--- src/rtl/rgbg_pkg.sv ---
// rgbg_pkg: shared types, register codes and gain helper for the gain/blend block
// used by rgbg_cfg, rgbg_lane and rgb_channel_gain_blend
package rgbg_pkg;

  localparam int unsigned CHAN_W   = 8;
  localparam int unsigned SLIDER_W = 14;
  localparam int unsigned GAIN_W   = 22;
  localparam int unsigned PROD_W   = CHAN_W + GAIN_W;
  localparam int unsigned FRAC_W   = 16;
  localparam int unsigned NUM_CHAN = 3;
  localparam int unsigned CFG_IDX_W  = 3;
  localparam int unsigned CFG_DATA_W = 24;

  localparam logic [SLIDER_W-1:0] UNITY_SLIDER = 14'd4096;
  localparam logic [GAIN_W-1:0]   UNITY_GAIN   = 22'd65536;
  // 256*4096 - 65536, the offset of the upper gain segment
  localparam logic [GAIN_W-1:0]   UPPER_OFFSET = 22'd983040;

  typedef enum logic [1:0] {
    MODE_REPLACE = 2'd0,
    MODE_ADD     = 2'd1,
    MODE_AVG     = 2'd2,
    MODE_SPARE   = 2'd3
  } mix_mode_t;

  typedef enum logic [CFG_IDX_W-1:0] {
    REG_ENABLE       = 3'd0,
    REG_CHAN0_SLIDER = 3'd1,
    REG_CHAN1_SLIDER = 3'd2,
    REG_CHAN2_SLIDER = 3'd3,
    REG_MIX_MODE     = 3'd4,
    REG_EXCLUDE_ON   = 3'd5,
    REG_EXCLUDE_RGB  = 3'd6,
    REG_EXCLUDE_DIST = 3'd7
  } cfg_reg_t;

  typedef struct packed {
    logic                              enable;
    logic [NUM_CHAN-1:0][GAIN_W-1:0]   gain;
    mix_mode_t                         mix_mode;
    logic                              exclude_on;
    logic [NUM_CHAN-1:0][CHAN_W-1:0]   exclude_rgb;
    logic [CHAN_W-1:0]                 exclude_dist;
  } cfg_t;

  typedef struct packed {
    logic      load;
    mix_mode_t mode;
  } lane_ctl_t;

  // 16*s below unity, 256*s - 983040 at and above unity
  function automatic logic [GAIN_W-1:0] gain_of(input logic [SLIDER_W-1:0] s);
    logic [GAIN_W-1:0] lo;
    logic [GAIN_W-1:0] hi;
    lo = {4'd0, s, 4'd0};
    hi = {s, 8'd0} - UPPER_OFFSET;
    return (s < UNITY_SLIDER) ? lo : hi;
  endfunction

endpackage

--- src/rtl/rgbg_cfg.sv ---
// rgbg_cfg: configuration register file, sliders stored as ready-made gains
// depends on rgbg_pkg
module rgbg_cfg (
  input  logic                           clk,
  input  logic                           rst,
  input  logic                           cfg_valid,
  input  logic [rgbg_pkg::CFG_IDX_W-1:0] cfg_index,
  input  logic [rgbg_pkg::CFG_DATA_W-1:0] cfg_data,
  output rgbg_pkg::cfg_t                 cfg
);
  import rgbg_pkg::*;

  always_ff @(posedge clk) begin
    if (rst) begin
      cfg.enable       <= 1'b1;
      cfg.gain         <= {NUM_CHAN{UNITY_GAIN}};
      cfg.mix_mode     <= MODE_REPLACE;
      cfg.exclude_on   <= 1'b0;
      cfg.exclude_rgb  <= '0;
      cfg.exclude_dist <= 8'd16;
    end else if (cfg_valid) begin
      case (cfg_reg_t'(cfg_index))
        REG_ENABLE:       cfg.enable       <= cfg_data[0];
        REG_CHAN0_SLIDER: cfg.gain[0]      <= gain_of(cfg_data[SLIDER_W-1:0]);
        REG_CHAN1_SLIDER: cfg.gain[1]      <= gain_of(cfg_data[SLIDER_W-1:0]);
        REG_CHAN2_SLIDER: cfg.gain[2]      <= gain_of(cfg_data[SLIDER_W-1:0]);
        REG_MIX_MODE:     cfg.mix_mode     <= mix_mode_t'(cfg_data[1:0]);
        REG_EXCLUDE_ON:   cfg.exclude_on   <= cfg_data[0];
        REG_EXCLUDE_RGB:  cfg.exclude_rgb  <= cfg_data[NUM_CHAN*CHAN_W-1:0];
        REG_EXCLUDE_DIST: cfg.exclude_dist <= cfg_data[CHAN_W-1:0];
        default: ;
      endcase
    end
  end

endmodule

--- src/rtl/rgbg_lane.sv ---
// rgbg_lane: one color channel, registered gain multiply then clamp and blend
// depends on rgbg_pkg
module rgbg_lane (
  input  logic                        clk,
  input  rgbg_pkg::lane_ctl_t         ctl,
  input  logic [rgbg_pkg::CHAN_W-1:0] chan_in,
  input  logic [rgbg_pkg::GAIN_W-1:0] gain,
  output logic [rgbg_pkg::CHAN_W-1:0] chan_out
);
  import rgbg_pkg::*;

  logic [PROD_W-FRAC_W-1:0] scaled;
  logic [CHAN_W-1:0]        src;
  logic [PROD_W-1:0]        prod;
  logic [CHAN_W-1:0]        clamped;
  logic [CHAN_W:0]          sum;

  assign prod = PROD_W'(chan_in) * PROD_W'(gain);

  always_ff @(posedge clk) begin
    if (ctl.load) begin
      scaled <= prod[PROD_W-1:FRAC_W];
      src    <= chan_in;
    end
  end

  // anything above 255 saturates
  assign clamped = (|scaled[PROD_W-FRAC_W-1:CHAN_W]) ? '1 : scaled[CHAN_W-1:0];
  assign sum     = {1'b0, src} + {1'b0, clamped};

  always_comb begin
    case (ctl.mode)
      MODE_ADD: chan_out = sum[CHAN_W] ? '1 : sum[CHAN_W-1:0];
      MODE_AVG: chan_out = sum[CHAN_W:1];
      default:  chan_out = clamped;
    endcase
  end

endmodule

--- src/rtl/rgb_channel_gain_blend.sv ---
// rgb_channel_gain_blend: top level, per-channel gain with saturation and blend
// depends on rgbg_pkg, rgbg_cfg, rgbg_lane
// throughput: one word per cycle while m_tready is high; stage 3 is
//   the output register, each stage loads whenever it is empty or
//   the next stage moves on
// reset: synchronous, clears all valid bits and restores register defaults
//   (enable 1, unity gains, replace mode, exclusion off, distance 16)
module rgb_channel_gain_blend (
  input  logic                           clk,
  input  logic                           rst,
  // input stream
  input  logic                           s_tvalid,
  output logic                           s_tready,
  input  logic [31:0]                    s_tdata,  // [31:0] pixel_in
  input  logic                           s_tuser,  // [0] skip_frame
  input  logic                           s_tlast,  // last_in_frame
  // output stream
  output logic                           m_tvalid,
  input  logic                           m_tready,
  output logic [31:0]                    m_tdata,  // [31:0] pixel_out
  output logic                           m_tlast,  // last_out
  // configuration write channel
  input  logic                           cfg_valid,
  output logic                           cfg_ready,
  input  logic [rgbg_pkg::CFG_IDX_W-1:0] cfg_index,
  input  logic [rgbg_pkg::CFG_DATA_W-1:0] cfg_data
);
  import rgbg_pkg::*;

  cfg_t cfg;

  // stage valid bits and per-stage readiness
  logic v1, v2, v3;
  logic rdy1, rdy2, rdy3;

  // stage 1: captured pixel and pass-through decision
  logic [31:0] pix1;
  logic        byp1;
  logic        last1;
  // stage 2: products live in the lanes, pixel and flags travel here
  logic [31:0] pix2;
  logic        byp2;
  logic        last2;

  logic        near;
  logic        byp_next;
  logic [NUM_CHAN-1:0][CHAN_W-1:0] blended;
  logic [31:0] pix_next;
  lane_ctl_t   lane_ctl;

  assign cfg_ready = 1'b1;

  rgbg_cfg u_cfg (
    .clk       (clk),
    .rst       (rst),
    .cfg_valid (cfg_valid),
    .cfg_index (cfg_index),
    .cfg_data  (cfg_data),
    .cfg       (cfg)
  );

  // a stage takes a new word when empty or when its word moves forward
  assign rdy3     = !v3 || m_tready;
  assign rdy2     = !v2 || rdy3;
  assign rdy1     = !v1 || rdy2;
  assign s_tready = rdy1;

  // near test: every channel within exclude_dist of the reference color
  always_comb begin
    logic [CHAN_W-1:0] a;
    logic [CHAN_W-1:0] b;
    logic [CHAN_W-1:0] d;
    near = 1'b1;
    for (int k = 0; k < NUM_CHAN; k++) begin
      a = s_tdata[k*CHAN_W +: CHAN_W];
      b = cfg.exclude_rgb[k];
      d = (a > b) ? (a - b) : (b - a);
      if (d > cfg.exclude_dist) near = 1'b0;
    end
  end

  // disabled block, skipped frame or excluded color all pass unchanged
  assign byp_next = !cfg.enable || s_tuser || (cfg.exclude_on && near);

  always_ff @(posedge clk) begin
    if (rst) begin
      v1 <= 1'b0;
      v2 <= 1'b0;
      v3 <= 1'b0;
    end else begin
      if (rdy1) v1 <= s_tvalid;
      if (rdy2) v2 <= v1;
      if (rdy3) v3 <= v2;
    end
  end

  always_ff @(posedge clk) begin
    if (s_tvalid && rdy1) begin
      pix1  <= s_tdata;
      byp1  <= byp_next;
      last1 <= s_tlast;
    end
    if (v1 && rdy2) begin
      pix2  <= pix1;
      byp2  <= byp1;
      last2 <= last1;
    end
    if (v2 && rdy3) begin
      m_tdata <= pix_next;
      m_tlast <= last2;
    end
  end

  // lanes register their product with stage 2 and blend on the way to stage 3
  assign lane_ctl.load = v1 && rdy2;
  assign lane_ctl.mode = cfg.mix_mode;

  for (genvar k = 0; k < NUM_CHAN; k++) begin : g_lane
    rgbg_lane u_lane (
      .clk      (clk),
      .ctl      (lane_ctl),
      .chan_in  (pix1[k*CHAN_W +: CHAN_W]),
      .gain     (cfg.gain[k]),
      .chan_out (blended[k])
    );
  end

  // replace keeps source alpha, additive and average clear it
  always_comb begin
    logic [CHAN_W-1:0] alpha;
    alpha = (cfg.mix_mode == MODE_ADD || cfg.mix_mode == MODE_AVG) ? '0 : pix2[31:24];
    pix_next = byp2 ? pix2 : {alpha, blended[2], blended[1], blended[0]};
  end

  assign m_tvalid = v3;

endmodule

--- config.mk ---
export PLATFORM = sky130hd
export DESIGN_NAME = rgb_channel_gain_blend
export DESIGN_NICKNAME = d
export VERILOG_FILES = /design/src/rtl/rgbg_pkg.sv /design/src/rtl/rgbg_cfg.sv /design/src/rtl/rgbg_lane.sv /design/src/rtl/rgb_channel_gain_blend.sv
export SDC_FILE = /design/constraint.sdc
export NUM_CORES = 1
export LEC_CHECK = 0
export ABC_CLOCK_PERIOD_IN_PS = 23500
export BUFFER_PORTS_ARGS = -buffer_cell sky130_fd_sc_hd__buf_2
export CELL_PAD_IN_SITES_DETAIL_PLACEMENT = 1
export CELL_PAD_IN_SITES_GLOBAL_PLACEMENT = 1
export CORE_MARGIN = 2
export CORE_UTILIZATION = 40
export DETAILED_ROUTE_END_ITERATION = 16
export GPL_TIMING_DRIVEN = 1
export PLACE_DENSITY = 0.72
export REMOVE_ABC_BUFFERS = 1
export SYNTH_ARGS = -nofsm -noshare
export SYNTH_HDL_FRONTEND = slang
export SYNTH_HIERARCHICAL = 1
export SYNTH_SLANG_ARGS = --single-unit
--- constraint.sdc ---
create_clock -name clk -period 23.5 [get_ports clk]
set_clock_uncertainty 0.05 [all_clocks]
set_input_delay 4.7 -clock clk [delete_from_list [all_inputs] [get_ports clk]]
set_output_delay 4.7 -clock clk [all_outputs]
set_load 0.01 [all_outputs]
# After elaboration in Yosys (flattened, before gate mapping)

Cells that the tools add are included.

Bits in registers: 272
Bits of input ports: 66
Output and inout port bits: 36

$add $sub $neg: 10
Multipliers: 3
$lt $le $gt $ge: 7
Equality and inequality tests: 9
Multiplexer cells: 18
Reduce and logical (&&, ||, !) cells: 26

Operator list:

| operator                                              | count |
|---|---|
| multiplier 8 x 22 -> 30 bit                           | 3 |
| 2-to-1 mux 8 bit                                      | 10 |
| > comparator 8 bit                                    | 6 |
| case mux 8 bit (2 select lines)                       | 3 |
| subtractor 8 bit                                      | 6 |
| 2-to-1 mux 32 bit                                     | 1 |
| adder 8 x 8 -> 9 bit                                  | 3 |
| 2-to-1 mux 22 bit                                     | 1 |
| subtractor 22 x 20 -> 22 bit (second input constant)  | 1 |
| OR reduction 6 bit                                    | 3 |
| AND reduction 2 bit                                   | 8 |
| < comparator 14 x 13 -> 1 bit (second input constant) | 1 |
| == test 3 bit (second input constant)                 | 4 |
| == test 3 x 2 -> 1 bit (second input constant)        | 2 |
| logical OR 1 bit                                      | 6 |
| logical AND 1 bit                                     | 4 |
| zero test 1 bit                                       | 4 |
| == test 3 x 1 -> 1 bit (second input constant)        | 1 |
| zero test 3 bit                                       | 1 |
| 2-to-1 mux 1 bit                                      | 3 |
| == test 2 x 1 -> 1 bit (second input constant)        | 1 |
| == test 2 bit (second input constant)                 | 1 |

# Logic depth before layout (Yosys ltp)

Gate-level depths: netlist (run 1).

Depth in word-level cells: 8
Depth in mapped cells: 18

# Hierarchy

The synthesis (run 1) kept the hierarchy.

Modules (own cells, without submodules):

| module                       | times used | cells each | area an instance (µm²) | seq. area each (µm²) |
|---|---|---|---|---|
| rgbg_lane (g_lane[0].u_lane) | 1          | 705        | 6517.5                 | 660.6 |
| rgbg_lane (g_lane[2].u_lane) | 1          | 712        | 6488.7                 | 660.6 |
| rgbg_lane (g_lane[1].u_lane) | 1          | 660        | 6237.2                 | 660.6 |
| rgb_channel_gain_blend       | 1          | 474        | 6000.8                 | 3093.0 |
| rgbg_cfg                     | 1          | 406        | 3622.2                 | 1801.7 |

# Least setup slack after synthesis (run 1)

No wires, ideal clock.

Path type: input to register
Start point: input m_tready
End point: register byp2, enable pin
Arrival time: 12.035 ns
Path slack: 10.703 ns
Cell stages on the path: 2
Path buffers: 0
Cells stage by stage: nor2b_1 > a21boi_0

RTL lines:

| what                 | RTL line                      | RTL |
|---|---|---|
| from (decl)          | rgb_channel_gain_blend.sv:19  | `input logic m_tready,` |
| to (signal assigned) | rgb_channel_gain_blend.sv:105 | `byp2 <= byp1;` |
| to (decl)            | rgb_channel_gain_blend.sv:42  | `logic byp2;` |

# Final worst setup path (run 1)

Start point: input m_tready
End point: output s_tready

Longest elaborated chain between the ends: 3

RTL lines:

| what             | RTL line                     | RTL |
|---|---|---|
| logical OR 1 bit | rgb_channel_gain_blend.sv:63 | `assign rdy3 = !v3 \|\| m_tready;` |
| logical OR 1 bit | rgb_channel_gain_blend.sv:64 | `assign rdy2 = !v2 \|\| rdy3;` |
| logical OR 1 bit | rgb_channel_gain_blend.sv:65 | `assign rdy1 = !v1 \|\| rdy2;` |
| to (decl)        | rgb_channel_gain_blend.sv:13 | `output logic s_tready,` |

Every way passes these cells.

==> key figures, run 1 <==
GRT
  • GRT overflow: 0
  • Maximum number of pins on one net before global-route repair: 70
  • Via count of the first global-routing pass: 24100
  • Overall track demand over capacity in global routing: 21.6%
  • First-pass GRT wire length: 129000 microns
  • Antenna violations before repair: 3

Floorplan
  • Initial core utilization: 40.4%
  • Ports: 102
  • Die span in y: 273 microns
  • Die Footprint: 74300 sq um
  • Number of rows in the core area: 98
  • Width of the die: 273 microns
  • Core box area: 71500 sq um

Hold path
  • Hold Path Class: register to register

Layout
  • Filler Cells Inserted: 8088
  • Number of nets at the end of the flow: 3664
  • Post-route cell area: 31200 sq um
  • Leading cell type in the layout, fill and taps excluded: inv_1
  • Area growth from synthesis to final layout: 8.24%
  • Share of layout cells above drive strength 1: 8.91%
  • Commonest non-fill, non-tap cells in the layout: inv_1, and2_1, fa_1

Timing
  • Maximum frequency from static timing analysis: 94.9 MHz
  • Final setup violating endpoints: 0
  • Transition time of the tightest slew-check pin: 1.27 ns
  • Max-slew violations: 0
  • Setup TNS: 0 ns
  • Min Tclk post-route: 10.54 ns
  • Tcrit/Tclk final: 44.9%
  • Final hold violations: 0
  • Setup repair after global routing missed its margin: no
  • Least setup slack across all paths after layout: 12.96 ns
  • Slew headroom: 15.3%

Critical path
  • Maximum cell stage delay along the critical path: 0.61 ns
  • Library cell contributing the largest single delay on the critical path: nor2b_1
  • CP cell instances: buf_2 > nor2b_1 > nand3_1 > buf_2
  • Element type at the critical path end: output port
  • Arrival time of the worst setup path: 5.79 ns
  • Buf/Inv on CP: 2
  • Largest delay contributor family on the critical path: simple AND/OR/NAND/NOR gates
  • Largest fanout on the critical path: 6
  • Setup Crit Path Kind: input pin to output port
  • Most common cell on crit path: buf_2
  • Critical path data required time: 18.75 ns
  • Kind of launch point of the worst setup path: input pin

Placed design
  • Count of input and output buffers: 100
  • DP Area: 30100 sq um
  • Final weighted congestion in routability-driven placement: 0.859
  • HPWL after DPL: 60500 microns
  • Setup slack after placement: 12.95 ns

Detailed routing
  • Detail-routed via count per cell: 5.33
  • DRC violations left: 0
  • Routed vias: 21200
  • Antenna Violating Nets Remaining: 0
  • First DRT Iteration DRCs: 1062
  • DR pass1 iterations: 7
  • Routed WL per cell: 19.9 microns
  • Final routed wirelength across all metal layers: 78800 microns

CTS
  • Clk Tree Root Cell: clkbuf_16
  • Total of cells resized after clock tree synthesis: 0
  • Post-CTS Setup Repair Bufs: 0
  • H-Tree Depth: 2
  • CTS max path bufs: 3
  • Clock slew seen by the registers of the worst setup and hold paths: 0.06 ns
  • Cts bufs inserted: 36
  • Clock tree from TritonCTS: built
  • Number of sinks handled by clock tree synthesis: 260
  • Post-CTS Hold Fix Bufs: 0
  • Later-pin clock latency in the skew report: 0.56 ns

Synth
  • Top post-synthesis cells by area: fa_1, edfxtp_1, ha_1, and2_1, dfxtp_1
  • Post-synthesis sequential area ratio: 23.8%
  • Synth top area share: 25.4%
  • Number of flops mapped to enable cells by yosys: 167
  • Total of flip-flops plus latches after synthesis: 260
  • Share of flip-flops with an asynchronous set or reset: 0%
  • Mapped Area: 28900 sq um
  • Yosys warning total: 6
  • Most area-hungry cell type in the Yosys netlist: fa_1
  • Cells after synthesis: 2957
  • Mean instance size in the synthesized netlist: 9.76 sq um
  • Number of distinct library cells after synthesis: 95
  • Flip-flop cell with the highest count after synthesis: edfxtp_1

Power and ir drop
  • Maximum ir drop on the vdd rail: 0.0447 mV
  • Power Dens Cells: 48.3 nW/um^2
  • Leak pwr: 14.0 nW

Run status
  • Status: finished, final reports clean

Flow run
  • Max-cap viol count: 0
## report_power, final
group / switching, mW / internal [mW]
Sequential: 0.0412 / 0.517
Clock: 0.220 / 0.318
Combinational: 0.243 / 0.170
Total: 0.505 / 1.01
## cells by family after synthesis
family	count (synthesis)	synth area share, %
compound gates	446	10.5
xor+xnor	74	2.25
fa+ha+maj	607	35.8
buf+inv	543	7.60
flops	260	23.8
mux	64	2.37
other cells	2	0.0260
simple gates	961	17.6
## path summary, 6_finish.rpt
check | startpoint | endpoint | slack [ns] | depth (start not counted)
setup / recovery | m_tready | s_tready | 12.96 | 4
hold / removal | last2$_DFFE_PP_ | m_tlast$_DFFE_PP_ | 0.37 | 0
setup reg to reg | pix1[18]$_DFFE_PP_ | g_lane[2].u_lane/scaled[12]$_DFFE_PP_ | 17.78 | 14
hold reg to reg | last2$_DFFE_PP_ | m_tlast$_DFFE_PP_ | 0.37 | 0
## cell usage after synthesis (6+ instances only)
library cell    n
ha_1          241
a221oi_1        8
a21o_1         34
dfxtp_1        93
xor2_1         32
a211o_1        12
o21ai_1         6
inv_1         420
nor2_1         97
xnor2_1        42
and4_1          8
a21oi_1       158
o21ai_0        60
nand2_1       294
mux2_2         31
nor2b_1        23
nand4_1        17
clkbuf_1       80
a211oi_1       42
buf_6           8
nor3_1         14
o211ai_1        6
nand3_1        46
o21a_1         10
a211oi_2        6
buf_4          21
o21bai_1       12
nor4_1          6
buf_2          14
o31ai_1         8
and2_1        380
fa_1          366
edfxtp_1      167
a31oi_1        18
or2_2          18
nand2b_1       10
mux2i_1        32
nand3b_1       10
## flip-flops by register name, summed over array words and instances (netlist names), 24 cells and up
| signal | count |
|---|---|
| g_lane.u_lane/scaled | 42 |
| g_lane.u_lane/src | 24 |
| m_tdata | 32 |
| pix1 | 32 |
| pix2 | 32 |
| u_cfg/cfg | 90 |
## metrics by stage
step                util [%]  std cells  power, mW  hold WS [ns]
detailed placement      42.1       3903      0.973         0.357
floorplan                  -       2845      0.846         0.350
finish                  43.7       3969       1.51         0.371
global route            43.7       3969       1.60         0.372
CTS                     43.7       3968       1.52         0.372
global placement        42.1       3903      0.953         0.353
## cell type report
cell class | count | area (sq um) | share of cell area (%)
clock inverter | 20 | 159 | 0.509
clock buffer | 45 | 1010 | 3.22
multi-input combinational | 2165 | 19900 | 63.6
antenna | 1 | 2.50 | 0.00801
timing repair buffer | 108 | 563 | 1.80
inverter | 420 | 1580 | 5.05
tap | 950 | 1190 | 3.80
sequential | 260 | 6880 | 22.0
## layer usage
layer	global-route usage [%]	vias to the layer above	share of wire, %
li1	-	9731	-
met1	28.2	10900	45
met2	37.6	432	48
met3	3.15	108	4.5
met4	5.36	4	2.3
met5	0	-	0.027
(Power assumes the default switching activity.)
==> inputs of run 2 (changes only) <==
--- a/config.mk
+++ b/config.mk
@@ -5,7 +5,7 @@
 export SDC_FILE = /design/constraint.sdc
 export NUM_CORES = 1
 export LEC_CHECK = 0
-export ABC_CLOCK_PERIOD_IN_PS = 23500
+export ABC_CLOCK_PERIOD_IN_PS = 9750
 export BUFFER_PORTS_ARGS = -buffer_cell sky130_fd_sc_hd__buf_2
 export CELL_PAD_IN_SITES_DETAIL_PLACEMENT = 1
 export CELL_PAD_IN_SITES_GLOBAL_PLACEMENT = 1
==> constraint.sdc (replaced) <==
create_clock -name clk -period 9.75 [get_ports clk]
set_clock_uncertainty 0.05 [all_clocks]
set_input_delay 1.95 -clock clk [delete_from_list [all_inputs] [get_ports clk]]
set_output_delay 1.95 -clock clk [all_outputs]
set_load 0.01 [all_outputs]
==> run 2 against run 1 <==
Net effect:
- sequential share of layout area about the same
- flip-flop and latch count unchanged
- global-route usage increased by 0.37 points
- routed wire length up 2.0%
- combinational power rose by 150%
- worst setup slack got worse by 8.8 ns
- non-clock buffer count shrank 1
==> key figures, run 2 (synthesis gave the netlist of run 1 again) <==
Layout
  • Inserted Diodes: 0
  • Number of nets at the end of the flow: 3658
  • Share of layout cells above drive strength 1: 8.60%
  • Largest registers: u_cfg/cfg: 90 flops, g_lane.u_lane/scaled: 42 flops
  • Area growth from synthesis to final layout: 8.10%
  • Final non-filler cell total: 3960
  • Commonest non-fill, non-tap cells in the layout: inv_1, and2_1, fa_1
  • Max reg flops: 90
  • Register with the most flip-flops: u_cfg/cfg
  • Post-route cell area: 31200 sq um
  • Leading cell type in the layout, fill and taps excluded: inv_1
  • Final design utilization: 43.7%

Critical path
  • Arrival time of the worst setup path: 5.93 ns
  • Kind of launch point of the worst setup path: register
  • Element type at the critical path end: register
  • Largest fanout on the critical path: 24
  • Critical path data required time: 10.05 ns
  • Cells on worst reg2reg path: 15
  • Setup Crit Path Kind: register to register

Timing
  • Final setup violating endpoints: 0
  • Max-slew violations: 0
  • Maximum frequency from static timing analysis: 178 MHz
  • Final hold violations: 0
  • Setup TNS: 0 ns
  • Min Tclk post-route: 5.63 ns
  • Setup repair after global routing missed its margin: no
  • Transition time of the tightest slew-check pin: 1.29 ns
  • Slew headroom: 14.2%
  • Least setup slack across all paths after layout: 4.12 ns
  • Tcrit/Tclk final: 57.7%
  • Worst hold slack across all endpoints: 0.368 ns

Detailed routing
  • Routed WL per cell: 20.3 microns
  • DR pass1 iterations: 7
  • DRC violations left: 0
  • First DRT Iteration DRCs: 1198
  • Routed vias: 21100
  • Final routed wirelength across all metal layers: 80400 microns
  • Antenna Violating Nets Remaining: 0
  • Detail-routed via count per cell: 5.34

GRT
  • Via count of the first global-routing pass: 23800
  • First-pass GRT wire length: 130000 microns
  • Maximum number of pins on one net before global-route repair: 93
  • Overall track demand over capacity in global routing: 22.0%
  • Antenna violations before repair: 2
  • GRT overflow: 0

CTS
  • Clk Tree Root Cell: clkbuf_16
  • CTS max path bufs: 3
  • Cts bufs inserted: 31
  • Later-pin clock latency in the skew report: 0.62 ns
  • Total of cells resized after clock tree synthesis: 0
  • Post-CTS Hold Fix Bufs: 0
  • Clock slew seen by the registers of the worst setup and hold paths: 0.06 ns
  • Clock tree from TritonCTS: built
  • Number of sinks handled by clock tree synthesis: 260
  • Post-CTS Setup Repair Bufs: 0
  • H-Tree Depth: 1

Floorplan
  • Die Footprint: 74300 sq um
  • Ports: 102
  • Initial core utilization: 40.4%
  • Die span in y: 273 microns
  • Core box area: 71500 sq um
  • Number of rows in the core area: 98
  • Width of the die: 273 microns

Placed design
  • Final weighted congestion in routability-driven placement: 0.840
  • DP Area: 30100 sq um
  • Setup slack after placement: 4.13 ns
  • Count of input and output buffers: 100
  • Cell count after placement: 3902
  • HPWL after DPL: 61400 microns

Power and ir drop
  • Power Dens Cells: 117 nW/um^2
  • Leak pwr: 14.0 nW
  • Portion of total power attributed to combinational logic: 27.8%
  • Part of the total power dissipated in sequential elements: 36.6%
  • Switching share of power: 33.2%
  • Post-layout power: 3.66 mW
  • Switching power: 1.22 mW
  • P_int: 2.44 mW
  • Clock network power share: 35.6%
  • Maximum ir drop on the vdd rail: 0.122 mV

Flow run
  • Max-cap viol count: 0

Hold path
  • Worst Hold Depth: 0
  • Hold Path Class: register to register

Run status
  • Status: finished, final reports clean
run 2: cell types whose count changed in the layout (fill, tap and decap cells not counted), moves of 2 or more:
cell,change
clkinv_2,-10
clkbuf_16,-6
bufinv_16,+5
clkinv_4,-2
inv_6,+2
inv_8,+2
run 2: critical path, stage by stage (launching register included):
cell,delay (ns)
edfxtp_1,1.00
and2_1,0.26
fa_1,0.43
fa_1,0.48
fa_1,0.56
inv_1,0.06
fa_1,0.53
inv_1,0.04
ha_1,0.39
and2_4,0.21
nand3_1,0.08
and2_4,0.17
a2111oi_4,0.49
o31a_4,0.25
nor4_2,0.04
a211o_1,0.29
run 2: path summary, 6_finish.rpt:
path	from	end	slack, ns
worst max register to register	pix1[2]$_DFFE_PP_	g_lane[0].u_lane/scaled[9]$_DFFE_PP_	4.12
worst min register to register	pix1[26]$_DFFE_PP_	pix2[26]$_DFFE_PP_	0.37
worst min-delay path	pix1[26]$_DFFE_PP_	pix2[26]$_DFFE_PP_	0.37
worst max-delay path	pix1[2]$_DFFE_PP_	g_lane[0].u_lane/scaled[9]$_DFFE_PP_	4.12
run 2: final cells by class:
type,instances,area [sq um]
clock inverters,18,285
flip-flops and latches,260,6880
repair buffers,107,556
well taps,950,1190
inverters,420,1580
fillers,8065,40300
multi-input cells,2165,19900
clock buffers,40,852
run 2: per-layer routing:
layer  global-route usage, %  share of wire, %  vias up
met5                       0             0.014        -
met4                    4.93               2.0        2
met3                    2.93               4.6       98
met2                    37.9                49      427
met1                    29.4                45    10900
li1                        -                 -     9729
run 2: power by group through the flow:
| stage | logic, mW | registers (mW) | clock network [mW] |
|---|---|---|---|
| after floorplan | 0.720 | 1.32 | 0 |
| after global placement | 0.948 | 1.36 | 0 |
| after detailed placement | 0.997 | 1.36 | 0 |
| after CTS | 1.00 | 1.34 | 1.33 |
| after global routing | 1.15 | 1.35 | 1.38 |
| final | 1.02 | 1.34 | 1.30 |
